### src/design/lfbm_pkg.sv
`timescale 1ns / 1ps

package lfbm_pkg;

    // Pool geometry.
    localparam int BUFFER_COUNT = 4;
    localparam int FRAME_BYTES  = 153600;

    // Widths of internal state.
    localparam int BUF_W   = $clog2(BUFFER_COUNT);
    localparam int WIDX_W  = $clog2(BUFFER_COUNT + 1);
    localparam int BYTES_W = $clog2(FRAME_BYTES + 1);
    localparam int DROP_W  = $clog2(BUFFER_COUNT);
    localparam int GEN_W   = 32;

    // Widths of the ports.
    localparam int REQ_W     = 2;
    localparam int CHUNK_W   = 16;
    localparam int RELEASE_W = 8;
    localparam int LIMIT_W   = 8;
    localparam int OUT_BUF_W = 2;
    localparam int OFFSET_W  = 18;
    localparam int CNT_W     = 32;

    // Chunk offset plus length never overflows this width.
    localparam int SUM_W = ((BYTES_W > CHUNK_W) ? BYTES_W : CHUNK_W) + 1;

    localparam logic [LIMIT_W-1:0] ABORT_LIMIT_RESET = LIMIT_W'(10);
    localparam logic [LIMIT_W-1:0] CONSEC_MAX        = {LIMIT_W{1'b1}};

    typedef enum logic [1:0] {
        ST_FREE    = 2'd0,
        ST_WRITING = 2'd1,
        ST_READY   = 2'd2,
        ST_HELD    = 2'd3
    } t_buf_state;

    typedef enum logic [REQ_W-1:0] {
        REQ_CHUNK   = 2'd0,
        REQ_DEQUEUE = 2'd1,
        REQ_RELEASE = 2'd2,
        REQ_NONE    = 2'd3
    } t_req;

    // One input word as held in the input register.
    typedef struct packed {
        t_req                   req;
        logic                   chunk_ok;
        logic                   device_removed;
        logic [CHUNK_W-1:0]     chunk_bytes;
        logic                   last_chunk;
        logic                   stream_active;
        logic [RELEASE_W-1:0]   release_index;
    } t_item;

    // One result word as held in the result register.
    typedef struct packed {
        logic                   write_enable;
        logic [OUT_BUF_W-1:0]   write_buffer;
        logic [OFFSET_W-1:0]    write_offset;
        logic                   frame_published;
        logic                   dequeue_valid;
        logic [OUT_BUF_W-1:0]   dequeue_buffer;
        logic [CNT_W-1:0]       dropped_count;
        logic [CNT_W-1:0]       error_count;
        logic                   abort_request;
    } t_result;

endpackage

### src/design/latest_frame_buffer_manager.sv
`timescale 1ns / 1ps

// Channel   | Direction | Handshake                    | Word
// ----------+-----------+------------------------------+-------------------------------
// command   | in        | start high, busy low         | i_req_type .. i_release_index
// result    | out       | o_done strobe, one cycle     | o_write_enable .. o_abort_request
// config    | in        | i_cfg_valid and o_cfg_ready  | i_cfg_data (error abort limit)
//
// One command word is taken every cycle outside reset; its result word is registered
// in the input register and then in the result register, around one pass of
// the buffer-state update logic; the generation compare matrix sets that path.
// Reset is synchronous and active low; busy and not-ready are shown during reset.
// The result side cannot stall, so nothing ever holds the command side off.

module latest_frame_buffer_manager (
    input  logic                               i_clk,
    input  logic                               i_rst_n,
    // Command channel
    input  logic                               start,
    output logic                               busy,
    input  logic [lfbm_pkg::REQ_W-1:0]         i_req_type,
    input  logic                               i_chunk_ok,
    input  logic                               i_device_removed,
    input  logic [lfbm_pkg::CHUNK_W-1:0]       i_chunk_bytes,
    input  logic                               i_last_chunk,
    input  logic                               i_stream_active,
    input  logic [lfbm_pkg::RELEASE_W-1:0]     i_release_index,
    // Configuration channel
    input  logic                               i_cfg_valid,
    output logic                               o_cfg_ready,
    input  logic [lfbm_pkg::LIMIT_W-1:0]       i_cfg_data,
    // Result channel
    output logic                               o_done,
    output logic                               o_write_enable,
    output logic [lfbm_pkg::OUT_BUF_W-1:0]     o_write_buffer,
    output logic [lfbm_pkg::OFFSET_W-1:0]      o_write_offset,
    output logic                               o_frame_published,
    output logic                               o_dequeue_valid,
    output logic [lfbm_pkg::OUT_BUF_W-1:0]     o_dequeue_buffer,
    output logic [lfbm_pkg::CNT_W-1:0]         o_dropped_count,
    output logic [lfbm_pkg::CNT_W-1:0]         o_error_count,
    output logic                               o_abort_request
);

    localparam int NB = lfbm_pkg::BUFFER_COUNT;
    localparam logic [lfbm_pkg::SUM_W-1:0]  FRAME_LIMIT = lfbm_pkg::SUM_W'(lfbm_pkg::FRAME_BYTES);
    localparam logic [lfbm_pkg::WIDX_W-1:0] NO_WRITER   = lfbm_pkg::WIDX_W'(NB);

    // Handshake and pipeline control
    logic                               accept;
    logic                               r_in_valid;
    logic                               r_out_valid;
    lfbm_pkg::t_item                    r_item;
    lfbm_pkg::t_result                  r_res;
    lfbm_pkg::t_result                  n_res;
    logic [lfbm_pkg::LIMIT_W-1:0]       r_limit;

    // Pool state
    lfbm_pkg::t_buf_state               r_status [NB];
    lfbm_pkg::t_buf_state               n_status [NB];
    logic [lfbm_pkg::GEN_W-1:0]         r_gen [NB];
    logic [lfbm_pkg::GEN_W-1:0]         n_gen [NB];
    logic [lfbm_pkg::GEN_W-1:0]         r_gen_ctr;
    logic [lfbm_pkg::GEN_W-1:0]         n_gen_ctr;
    logic [lfbm_pkg::WIDX_W-1:0]        r_writer;
    logic [lfbm_pkg::WIDX_W-1:0]        n_writer;
    logic [lfbm_pkg::BYTES_W-1:0]       r_bytes;
    logic [lfbm_pkg::BYTES_W-1:0]       n_bytes;
    logic                               r_discard;
    logic                               n_discard;
    logic [lfbm_pkg::LIMIT_W-1:0]       r_consec;
    logic [lfbm_pkg::LIMIT_W-1:0]       n_consec;
    logic [lfbm_pkg::CNT_W-1:0]         r_dropped;
    logic [lfbm_pkg::CNT_W-1:0]         n_dropped;
    logic [lfbm_pkg::CNT_W-1:0]         r_errors;
    logic [lfbm_pkg::CNT_W-1:0]         n_errors;

    // Working signals of the update pass
    logic                               has_writer;
    logic [lfbm_pkg::BUF_W-1:0]         writer_buf;
    logic [lfbm_pkg::SUM_W-1:0]         byte_sum;
    logic [lfbm_pkg::LIMIT_W-1:0]       consec_inc;
    logic [NB-1:0]                      ready;
    logic [NB-1:0]                      winner;
    logic                               any_ready;
    logic [lfbm_pkg::BUF_W-1:0]         best_idx;
    logic [lfbm_pkg::DROP_W-1:0]        drop_cnt;
    logic                               do_pick;
    logic                               pick_found;
    logic [lfbm_pkg::BUF_W-1:0]         pick_idx;
    logic [31:0]                        wbuf_ext;
    logic [31:0]                        dbuf_ext;

    // The block is never stalled by the result side; it only refuses during reset.
    assign busy        = ~i_rst_n;
    assign o_cfg_ready = i_rst_n;
    assign accept      = start & ~busy;

    // Input register
    always_ff @(posedge i_clk) begin
        if (!i_rst_n) begin
            r_in_valid <= 1'b0;
        end else begin
            r_in_valid <= accept;
        end
    end

    always_ff @(posedge i_clk) begin
        if (accept) begin
            r_item.req            <= lfbm_pkg::t_req'(i_req_type);
            r_item.chunk_ok       <= i_chunk_ok;
            r_item.device_removed <= i_device_removed;
            r_item.chunk_bytes    <= i_chunk_bytes;
            r_item.last_chunk     <= i_last_chunk;
            r_item.stream_active  <= i_stream_active;
            r_item.release_index  <= i_release_index;
        end
    end

    // Abort limit register
    always_ff @(posedge i_clk) begin
        if (!i_rst_n) begin
            r_limit <= lfbm_pkg::ABORT_LIMIT_RESET;
        end else if (i_cfg_valid && o_cfg_ready) begin
            r_limit <= i_cfg_data;
        end
    end

    // Common terms of the current state.
    assign has_writer = (r_writer < NO_WRITER);
    assign writer_buf = r_writer[lfbm_pkg::BUF_W-1:0];
    assign byte_sum   = lfbm_pkg::SUM_W'(r_bytes) + lfbm_pkg::SUM_W'(r_item.chunk_bytes);
    assign consec_inc = (r_consec == lfbm_pkg::CONSEC_MAX) ? r_consec
                                                           : r_consec + lfbm_pkg::LIMIT_W'(1);

    // Newest ready buffer: pairwise generation compares, higher index wins a tie.
    always_comb begin
        for (int i = 0; i < NB; i++) begin
            ready[i] = (r_status[i] == lfbm_pkg::ST_READY);
        end
        for (int i = 0; i < NB; i++) begin
            winner[i] = ready[i];
            for (int j = 0; j < NB; j++) begin
                if (j > i && ready[j] && !(r_gen[i] > r_gen[j])) begin
                    winner[i] = 1'b0;
                end
                if (j < i && ready[j] && !(r_gen[i] >= r_gen[j])) begin
                    winner[i] = 1'b0;
                end
            end
        end
        any_ready = |ready;
        best_idx  = '0;
        drop_cnt  = '0;
        for (int i = 0; i < NB; i++) begin
            if (winner[i]) begin
                best_idx = lfbm_pkg::BUF_W'(i);
            end
            if (ready[i] && !winner[i]) begin
                drop_cnt = drop_cnt + lfbm_pkg::DROP_W'(1);
            end
        end
    end

    // One update pass per command word.
    always_comb begin
        n_status  = r_status;
        n_gen     = r_gen;
        n_gen_ctr = r_gen_ctr;
        n_writer  = r_writer;
        n_bytes   = r_bytes;
        n_discard = r_discard;
        n_consec  = r_consec;
        n_dropped = r_dropped;
        n_errors  = r_errors;
        n_res     = '0;
        do_pick   = 1'b0;
        wbuf_ext  = 32'(writer_buf);
        dbuf_ext  = 32'(best_idx);

        if (r_in_valid) begin
            case (r_item.req)
                lfbm_pkg::REQ_CHUNK: begin
                    if (!r_item.chunk_ok) begin
                        // Failed transfer: drop the frame in progress.
                        n_errors  = r_errors + lfbm_pkg::CNT_W'(1);
                        n_dropped = r_dropped + lfbm_pkg::CNT_W'(1);
                        n_consec  = consec_inc;
                        if (has_writer) begin
                            n_status[writer_buf] = lfbm_pkg::ST_FREE;
                        end
                        n_bytes   = '0;
                        n_discard = 1'b1;
                        n_res.abort_request = r_item.device_removed || (consec_inc >= r_limit);
                    end else begin
                        n_consec = '0;
                        if (!r_item.stream_active || r_discard || !has_writer) begin
                            // Chunk is thrown away; end of frame restarts the writer.
                            if (r_item.last_chunk) begin
                                n_dropped = r_dropped + lfbm_pkg::CNT_W'(1);
                                do_pick   = 1'b1;
                            end
                        end else if (byte_sum > FRAME_LIMIT) begin
                            // Frame overflow.
                            n_dropped            = r_dropped + lfbm_pkg::CNT_W'(1);
                            n_status[writer_buf] = lfbm_pkg::ST_FREE;
                            n_bytes              = '0;
                            n_discard            = 1'b1;
                        end else begin
                            n_res.write_enable = 1'b1;
                            n_res.write_buffer = wbuf_ext[lfbm_pkg::OUT_BUF_W-1:0];
                            n_res.write_offset = lfbm_pkg::OFFSET_W'(r_bytes);
                            n_bytes            = byte_sum[lfbm_pkg::BYTES_W-1:0];
                            if (r_item.last_chunk) begin
                                if (byte_sum == FRAME_LIMIT) begin
                                    n_gen_ctr             = r_gen_ctr + lfbm_pkg::GEN_W'(1);
                                    n_gen[writer_buf]     = r_gen_ctr + lfbm_pkg::GEN_W'(1);
                                    n_status[writer_buf]  = lfbm_pkg::ST_READY;
                                    n_res.frame_published = 1'b1;
                                end else begin
                                    // Short frame.
                                    n_status[writer_buf] = lfbm_pkg::ST_FREE;
                                    n_dropped            = r_dropped + lfbm_pkg::CNT_W'(1);
                                end
                                do_pick = 1'b1;
                            end
                        end
                    end
                end
                lfbm_pkg::REQ_DEQUEUE: begin
                    // Hold the newest ready frame and drop the older ones.
                    if (any_ready) begin
                        for (int i = 0; i < NB; i++) begin
                            if (ready[i] && !winner[i]) begin
                                n_status[i] = lfbm_pkg::ST_FREE;
                            end
                        end
                        n_dropped            = r_dropped + lfbm_pkg::CNT_W'(drop_cnt);
                        n_status[best_idx]   = lfbm_pkg::ST_HELD;
                        n_res.dequeue_valid  = 1'b1;
                        n_res.dequeue_buffer = dbuf_ext[lfbm_pkg::OUT_BUF_W-1:0];
                    end
                end
                lfbm_pkg::REQ_RELEASE: begin
                    // Out-of-range indexes match no buffer and are ignored.
                    for (int i = 0; i < NB; i++) begin
                        if (r_item.release_index == lfbm_pkg::RELEASE_W'(i) &&
                            r_status[i] == lfbm_pkg::ST_HELD) begin
                            n_status[i] = lfbm_pkg::ST_FREE;
                        end
                    end
                end
                default: begin
                end
            endcase
        end

        // Next writer is the lowest free buffer after this word's changes.
        pick_found = 1'b0;
        pick_idx   = '0;
        for (int i = 0; i < NB; i++) begin
            if (!pick_found && n_status[i] == lfbm_pkg::ST_FREE) begin
                pick_found = 1'b1;
                pick_idx   = lfbm_pkg::BUF_W'(i);
            end
        end
        if (do_pick) begin
            n_writer  = pick_found ? lfbm_pkg::WIDX_W'(pick_idx) : NO_WRITER;
            n_bytes   = '0;
            n_discard = !pick_found;
            if (pick_found) begin
                n_status[pick_idx] = lfbm_pkg::ST_WRITING;
            end
        end

        n_res.dropped_count = n_dropped;
        n_res.error_count   = n_errors;
    end

    // Pool state registers
    always_ff @(posedge i_clk) begin
        if (!i_rst_n) begin
            for (int i = 0; i < NB; i++) begin
                r_status[i] <= lfbm_pkg::ST_FREE;
                r_gen[i]    <= '0;
            end
            r_status[0] <= lfbm_pkg::ST_WRITING;
            r_gen_ctr   <= '0;
            r_writer    <= '0;
            r_bytes     <= '0;
            r_discard   <= 1'b0;
            r_consec    <= '0;
            r_dropped   <= '0;
            r_errors    <= '0;
        end else begin
            r_status  <= n_status;
            r_gen     <= n_gen;
            r_gen_ctr <= n_gen_ctr;
            r_writer  <= n_writer;
            r_bytes   <= n_bytes;
            r_discard <= n_discard;
            r_consec  <= n_consec;
            r_dropped <= n_dropped;
            r_errors  <= n_errors;
        end
    end

    // Result register
    always_ff @(posedge i_clk) begin
        if (!i_rst_n) begin
            r_out_valid <= 1'b0;
        end else begin
            r_out_valid <= r_in_valid;
        end
    end

    always_ff @(posedge i_clk) begin
        if (r_in_valid) begin
            r_res <= n_res;
        end
    end

    assign o_done            = r_out_valid;
    assign o_write_enable    = r_res.write_enable;
    assign o_write_buffer    = r_res.write_buffer;
    assign o_write_offset    = r_res.write_offset;
    assign o_frame_published = r_res.frame_published;
    assign o_dequeue_valid   = r_res.dequeue_valid;
    assign o_dequeue_buffer  = r_res.dequeue_buffer;
    assign o_dropped_count   = r_res.dropped_count;
    assign o_error_count     = r_res.error_count;
    assign o_abort_request   = r_res.abort_request;

endmodule

### config.mk
export PLATFORM = sky130hd
export DESIGN_NAME = latest_frame_buffer_manager
export DESIGN_NICKNAME = d
export VERILOG_FILES = /design/src/design/lfbm_pkg.sv /design/src/design/latest_frame_buffer_manager.sv
export SDC_FILE = /design/constraint.sdc
export NUM_CORES = 1
export LEC_CHECK = 0
export BUFFER_PORTS_ARGS = -buffer_cell sky130_fd_sc_hd__buf_2
export CORE_UTILIZATION = 56
export CTS_CLUSTER_DIAMETER = 150
export CTS_CLUSTER_SIZE = 40
export DETAILED_ROUTE_END_ITERATION = 6
export GPL_TIMING_DRIVEN = 0
export PLACE_DENSITY_LB_ADDON = 0.25
export SETUP_SLACK_MARGIN = 0.4
export SLEW_MARGIN = 10
export SYNTH_ARGS = -nofsm -noshare
export SYNTH_HDL_FRONTEND = slang
export SYNTH_SLANG_ARGS = --single-unit
export TNS_END_PERCENT = 100
### constraint.sdc
create_clock -name i_clk -period 4.93 [get_ports i_clk]
set_clock_uncertainty 0.15 [all_clocks]
set_input_delay 0.2465 -clock i_clk [delete_from_list [all_inputs] [get_ports i_clk]]
set_output_delay 0.2465 -clock i_clk [all_outputs]
set_load 0.05 [all_outputs]
Word level (Yosys, flattened, before mapping). Cells that the tools add are included. W data, S select, Z words.

Multiplexer cells: 100. Bitwise operators: 19. Add/sub/neg operators: 9. Order comparisons: 21. Reduce and logical (&&, ||, !) cells: 71. Equal/unequal tests: 18.

Operators with widths (number): $mux W32 (12); $ge A32 B32 Y1 (6); $gt A32 B32 Y1 (6); $bwmux W128 (1); $add A32 B1 Y32 const B (3); $mux W8 (12); $demux W32 S2 (1); $pmux W32 S2 (1); $mux W2 (30); $mux W18 (3); $mux W1 (33); $add A32 B2 Y32 (1); $logic_and A1 B1 Y1 (27); $pmux W8 S3 (1); $logic_not A1 Y1 (22); $mux W22 (1); $add A18 B16 Y19 (1); $eq A19 B18 Y1 const B (1); $gt A19 B18 Y1 const B (1); $eq A2 B2 Y1 const B (9); $eq A8 B2 Y1 const B (2); $demux W2 S2 (3); $logic_not A2 Y1 (5); $ge A3 B3 Y1 const B (3); 32 further kinds (53).

Logic and storage cells: 272. Register bits: 392. Output and inout port bits: 93. Input port bits: 42.

Logic depth before layout (Yosys ltp).
Word-level depth: 38. Mapped depth: 26. Gate-level depth less buffers: 26.

Worst setup path before layout. Ideal clock, no wire load.

Path type: register to register. Start: register r_gen[127] (netlist name). End: register r_res, in the netlist o_dropped_count[29] (data pin). Data required time: 4.518 ns. Setup slack: -0.434 ns. Path buffers: 1. Library setup time: 0.262 ns. Stages on the path, launching flop included: 26. Period minus slack after synthesis: 5.364 ns. Arrival: 4.952 ns. Path through: dfxtp_1 > inv_1 > ha_1 > nand2_1 > or2_2 > or4_1 > nor2_1 > a211o_1 > o2111ai_1 > nand2_1 > ha_1 > nor3_1 > xor2_1 > mux2i_1 > ha_1 > a21oi_1 > nor2_1 > nand2_1 > or3_1 > clkbuf_1 > nor3_1 > nand3_1 > a21oi_1 > o21ai_0 > a22o_1 > or2_2.

Word-level cells in the longest chain between the ends: 19. Elaborated cells between the ends (all ways): 49. Classes of those cells: add/sub: 4; order compare: 6; mux: 19; reduce/logical: 20.

Ends and longest elaborated chain: from (decl) (RTL line latest_frame_buffer_manager.sv:61) `logic [lfbm_pkg::GEN_W-1:0] r_gen [NB];`; from (signal assigned) (RTL line latest_frame_buffer_manager.sv:297) `r_gen <= n_gen;`; $gt A32 B32 Y1 (RTL line latest_frame_buffer_manager.sv:144) `if (j > i && ready[j] && !(r_gen[i] > r_gen[j])) begin`; $logic_not A1 Y1 (RTL line latest_frame_buffer_manager.sv:144); $logic_and A1 B1 Y1 (RTL line latest_frame_buffer_manager.sv:144); $mux W1 (3 in series) (RTL line latest_frame_buffer_manager.sv:144); $logic_not A1 Y1 (RTL line latest_frame_buffer_manager.sv:159) `if (ready[i] && !winner[i]) begin`; $logic_and A1 B1 Y1 (RTL line latest_frame_buffer_manager.sv:159); $mux W1 (RTL line latest_frame_buffer_manager.sv:159); $add A2 B1 Y2 (RTL line latest_frame_buffer_manager.sv:160) `drop_cnt = drop_cnt + lfbm_pkg::DROP_W'(1);`; [2 not listed]; $mux W2 (RTL line latest_frame_buffer_manager.sv:159); $add A2 B1 Y2 (RTL line latest_frame_buffer_manager.sv:160); $mux W2 (*) (RTL line latest_frame_buffer_manager.sv:159); $add A32 B2 Y32 (*) (RTL line latest_frame_buffer_manager.sv:238) `n_dropped = r_dropped + lfbm_pkg::CNT_W'(drop_cnt);`; $mux W32 (*) (RTL line latest_frame_buffer_manager.sv:232) `if (any_ready) begin`; $pmux W32 S2 (*) (RTL line latest_frame_buffer_manager.sv:182) `case (r_item.req)`; $mux W32 (*) (RTL line latest_frame_buffer_manager.sv:181) `if (r_in_valid) begin`; named net n_dropped, one bit (RTL line latest_frame_buffer_manager.sv:74) `logic [lfbm_pkg::CNT_W-1:0] n_dropped;`; to (signal assigned) (RTL line latest_frame_buffer_manager.sv:319) `r_res <= n_res;`; to (decl) (RTL line latest_frame_buffer_manager.sv:54) `lfbm_pkg::t_result r_res;`.

The timed path passes the listed nets; every way through them passes the cells marked *. A chain may end at the register's enable or synchronous reset.

Worst setup path in the final report.
Start: register r_gen[110] (netlist name). End: register r_res, in the netlist o_dropped_count[16] (data pin).

The elaborated chain is that of the path after synthesis.

==> metrics <==
DRC viols=0; Die X-Extent=205 um; worst r2r src=r_gen[110]$_SDFFE_PN0P_; clock insertion delay at the later pin of the skew report=0.55 ns; PortBufs=132; critical path capture point type=register; Rows=73; initial antenna violation count=0; CP arrival=5.64 ns; clock-pin slew on the worst setup and hold paths=between 0.15 and 0.2 ns; Max Slew Vio Count=0; nets@finish=3177; Syn Inst Count=2628; Hold EP=r_limit[1]$_SDFFE_PN1P_; number of buffers created by CTS=13; CP delay by family, top=simple AND/OR/NAND/NOR gates; commonest cells in the netlist=nand2_1 (296), dfxtp_1 (272), nor2_1 (255); Reg-to-Reg End=o_dropped_count[16]$_DFFE_PP_; worst r2r path cells=27; largest area contributor in the netlist=dfxtp_1; pre-CTS setup slack=-1.14 ns; Fin Setup TNS=-13.02 ns; Vias=approximately 22000; initial DRC count=2414; worst hold path type=in -> reg; CTS tree=yes; CP peak stage delay=~0.43 ns; asr flop ratio synth=0; Worst slew margin=0.248; final hold viol count=0; # IOs=135; Max Fclk=around 190 MHz; Final Util=0.681; Ys Warns=0; antenna viol nets, final=0; status=finished, violations left; failing checks=negative setup slack; most frequent cell after synthesis=nand2_1; Filler Cell Count=3196; DRT Wirelength=73000 um; final setup fails=44; Final Wtd Congestion=~1.1; core area=~40000 um2; Via density=6.32; Power Dens Cells=between 200 and 250 nW/um2; die outline height=205 um; Max clock buf depth=3; maxcap violations=0; dpl cells=between 3000 and 4000; Initial Util=0.573; buffer and inverter count on the worst path=4; Final Cell Area=around 27000 um2; clk root buf=clkbuf_16; share of the synthesized area in the top cell type=0.236; fin crit share=1.09; Post-DP Area=approximately 25000 um2; Reg2Reg Setup Slack=-0.46 ns; syn nets=about 2900; crit-path max FO=3; crit-path most repeated cell=nand2_1; Slew @ Worst Pin=about 1.1 ns; prevailing post-synth register cell=dfxtp_1; hold path depth=3; Pre-antenna DRT Iters=7; Post-Syn Area=between 20000 and 25000 um2; P_leak=approximately 11 nW; RSZ-0062 raised after global routing=yes; Post-synth EDFFs=between 100 and 150; ranking of synthesized cells by area=dfxtp_1 (24%), edfxtp_1 (16%), ha_1 (12%), nand2_1 (4.8%), a21oi_1 (4.7%); Area growth syn-to-layout=18.8%; hold wc startpoint=i_cfg_valid; Mapped Avg Cell Area=8.77 um2; Die ar.=about 42000 um2; Netlist cell types=92; CP Depth=27; layout cell share with drive strength beyond 1=0.185; first-pass GRT wire length=111000 um; minimum clock period after layout=5.39 ns; #FFs+latches synth=392; Final WS setup=-0.462 ns; Worst path slowest cell=a2111o_1; n_diodes=0; # H-tree levels=1; fin cells=3439; kind of critical path=reg -> reg; Routed wire per std cell=21.2 um; Worst Setup Start Kind=register; register area share after synthesis=0.393; GRT overflow=0; largest net degree at the start of global routing=52; CP required=approximately 5.2 ns; VDD IR max=325 uV; number of global-route vias before repair=just over 20000; overall routing resource usage=0.336; # clock sinks=between 300 and 400; Detail Placement HPWL=53500 um
cell type report:
class | count | area [um2] | area share
well taps | 525 | 657 | 0.0240
flip-flops and latches | 392 | 9130 | 0.334
clock buffers | 19 | 348 | 0.0127
multi-input cells | 1983 | 14200 | 0.520
plain buffers | 120 | 588 | 0.0215
repair buffers | 266 | 1890 | 0.0690
inverters | 133 | 507 | 0.0185
clock inverters | 1 | 8.76 | 0.000320
flip-flops by register name, indices dropped and copies added, names as in the netlist, 8 cells and up:
register and flops:
o_dropped_count 32, o_error_count 32, o_write_offset 18, r_bytes 18
r_consec 8, r_dropped 32, r_errors 32, r_gen 128
r_gen_ctr 32, r_item 30, r_limit 8, r_status 8
placed cells by master (no fill, tap or decap), drive strengths merged, types with 7 or more instances in the layout:
cell,instances
a211oi,98
a21o,27
a21oi,222
a221oi,7
a22oi,30
a31oi,18
and2,67
and3,47
and4,17
buf,251
clkbuf,115
dfxtp,272
dlygate4sd3,39
edfxtp,120
ha,224
inv,130
mux2i,13
nand2,297
nand2b,15
nand3,76
nand4,60
nor2,258
nor2b,17
nor3,48
nor4,21
o2111ai,8
o211ai,25
o21a,17
o21ai,97
o221ai,8
o22ai,7
o311ai,8
o31ai,10
o32ai,7
or2,7
or3,17
or4,7
xnor2,62
xor2,50
how the worst max path moves through the flow:
stage | start | end
floorplan | r_gen[105]$_SDFFE_PN0P_ | o_dropped_count[29]$_DFFE_PP_
CTS | r_gen[109]$_SDFFE_PN0P_ | o_dropped_count[26]$_DFFE_PP_
detailed placement | r_gen[63]$_SDFFE_PN0P_ | o_dropped_count[26]$_DFFE_PP_
finish | r_gen[110]$_SDFFE_PN0P_ | o_dropped_count[16]$_DFFE_PP_
global placement | r_gen[95]$_SDFFE_PN0P_ | o_dropped_count[26]$_DFFE_PP_
global route | r_gen[75]$_SDFFE_PN0P_ | r_dropped[20]$_SDFF_PN0_
where the power goes:
| group | switching [mW] | internal, mW |
|---|---|---|
| Sequential | 0.0350 | 3.38 |
| Clock | 0.987 | 0.507 |
| Combinational | 0.447 | 0.171 |
| Total | 1.47 | 4.06 |
metal layers:
metal | up-vias | global-route usage | wire length (um)
met3 | 206 | 0.0469 | 5850
met1 | 10366 | 0.438 | 29800
met5 | - | 0 | 0
met2 | 1062 | 0.558 | 34200
met4 | 0 | 0.137 | 3060
li1 | 10107 | - | -
timing repair:
item | CTS | global route
endpoints found under the hold margin | 39 | 0
setup buffers | 45 | 49
hold buffers | 39 | 0
gates resized for setup | 131 | 202
endpoints found under the setup margin | 229 | 198
pin swaps | 63 | 75
logic make-up after synthesis:
kind of cell               count (synthesis)  share of synthesized area
AOI/OAI and AO/OA                        658                      0.190
adders and majority gates                226                      0.123
muxes                                     16                    0.00711
DFF                                      392                      0.393
xor gates and xnor gates                 112                     0.0426
and+or+nand+nor                          971                      0.202
buffers and inverters                    253                     0.0428
metrics by stage:
stage | hold WS, ns | total power, mW
CTS | 0.0970 | 5.51
detailed placement | 0.275 | 4.02
global route | 0.136 | 5.68
finish | 0.118 | 5.53
global placement | 0.273 | 4.02
floorplan | 0.195 | 3.85
worst register-to-register path: cells and delay by family (launching register included):
family | cells | cell delay, ns
simple gates | 11 | 1.84
compound gates | 7 | 1.21
fa+ha+maj | 3 | 0.94
flops | 1 | 0.38
buf+inv | 4 | 0.37
mux | 1 | 0.19
xor+xnor | 1 | 0.14
Note: power is estimated with default switching activity, not from simulation.
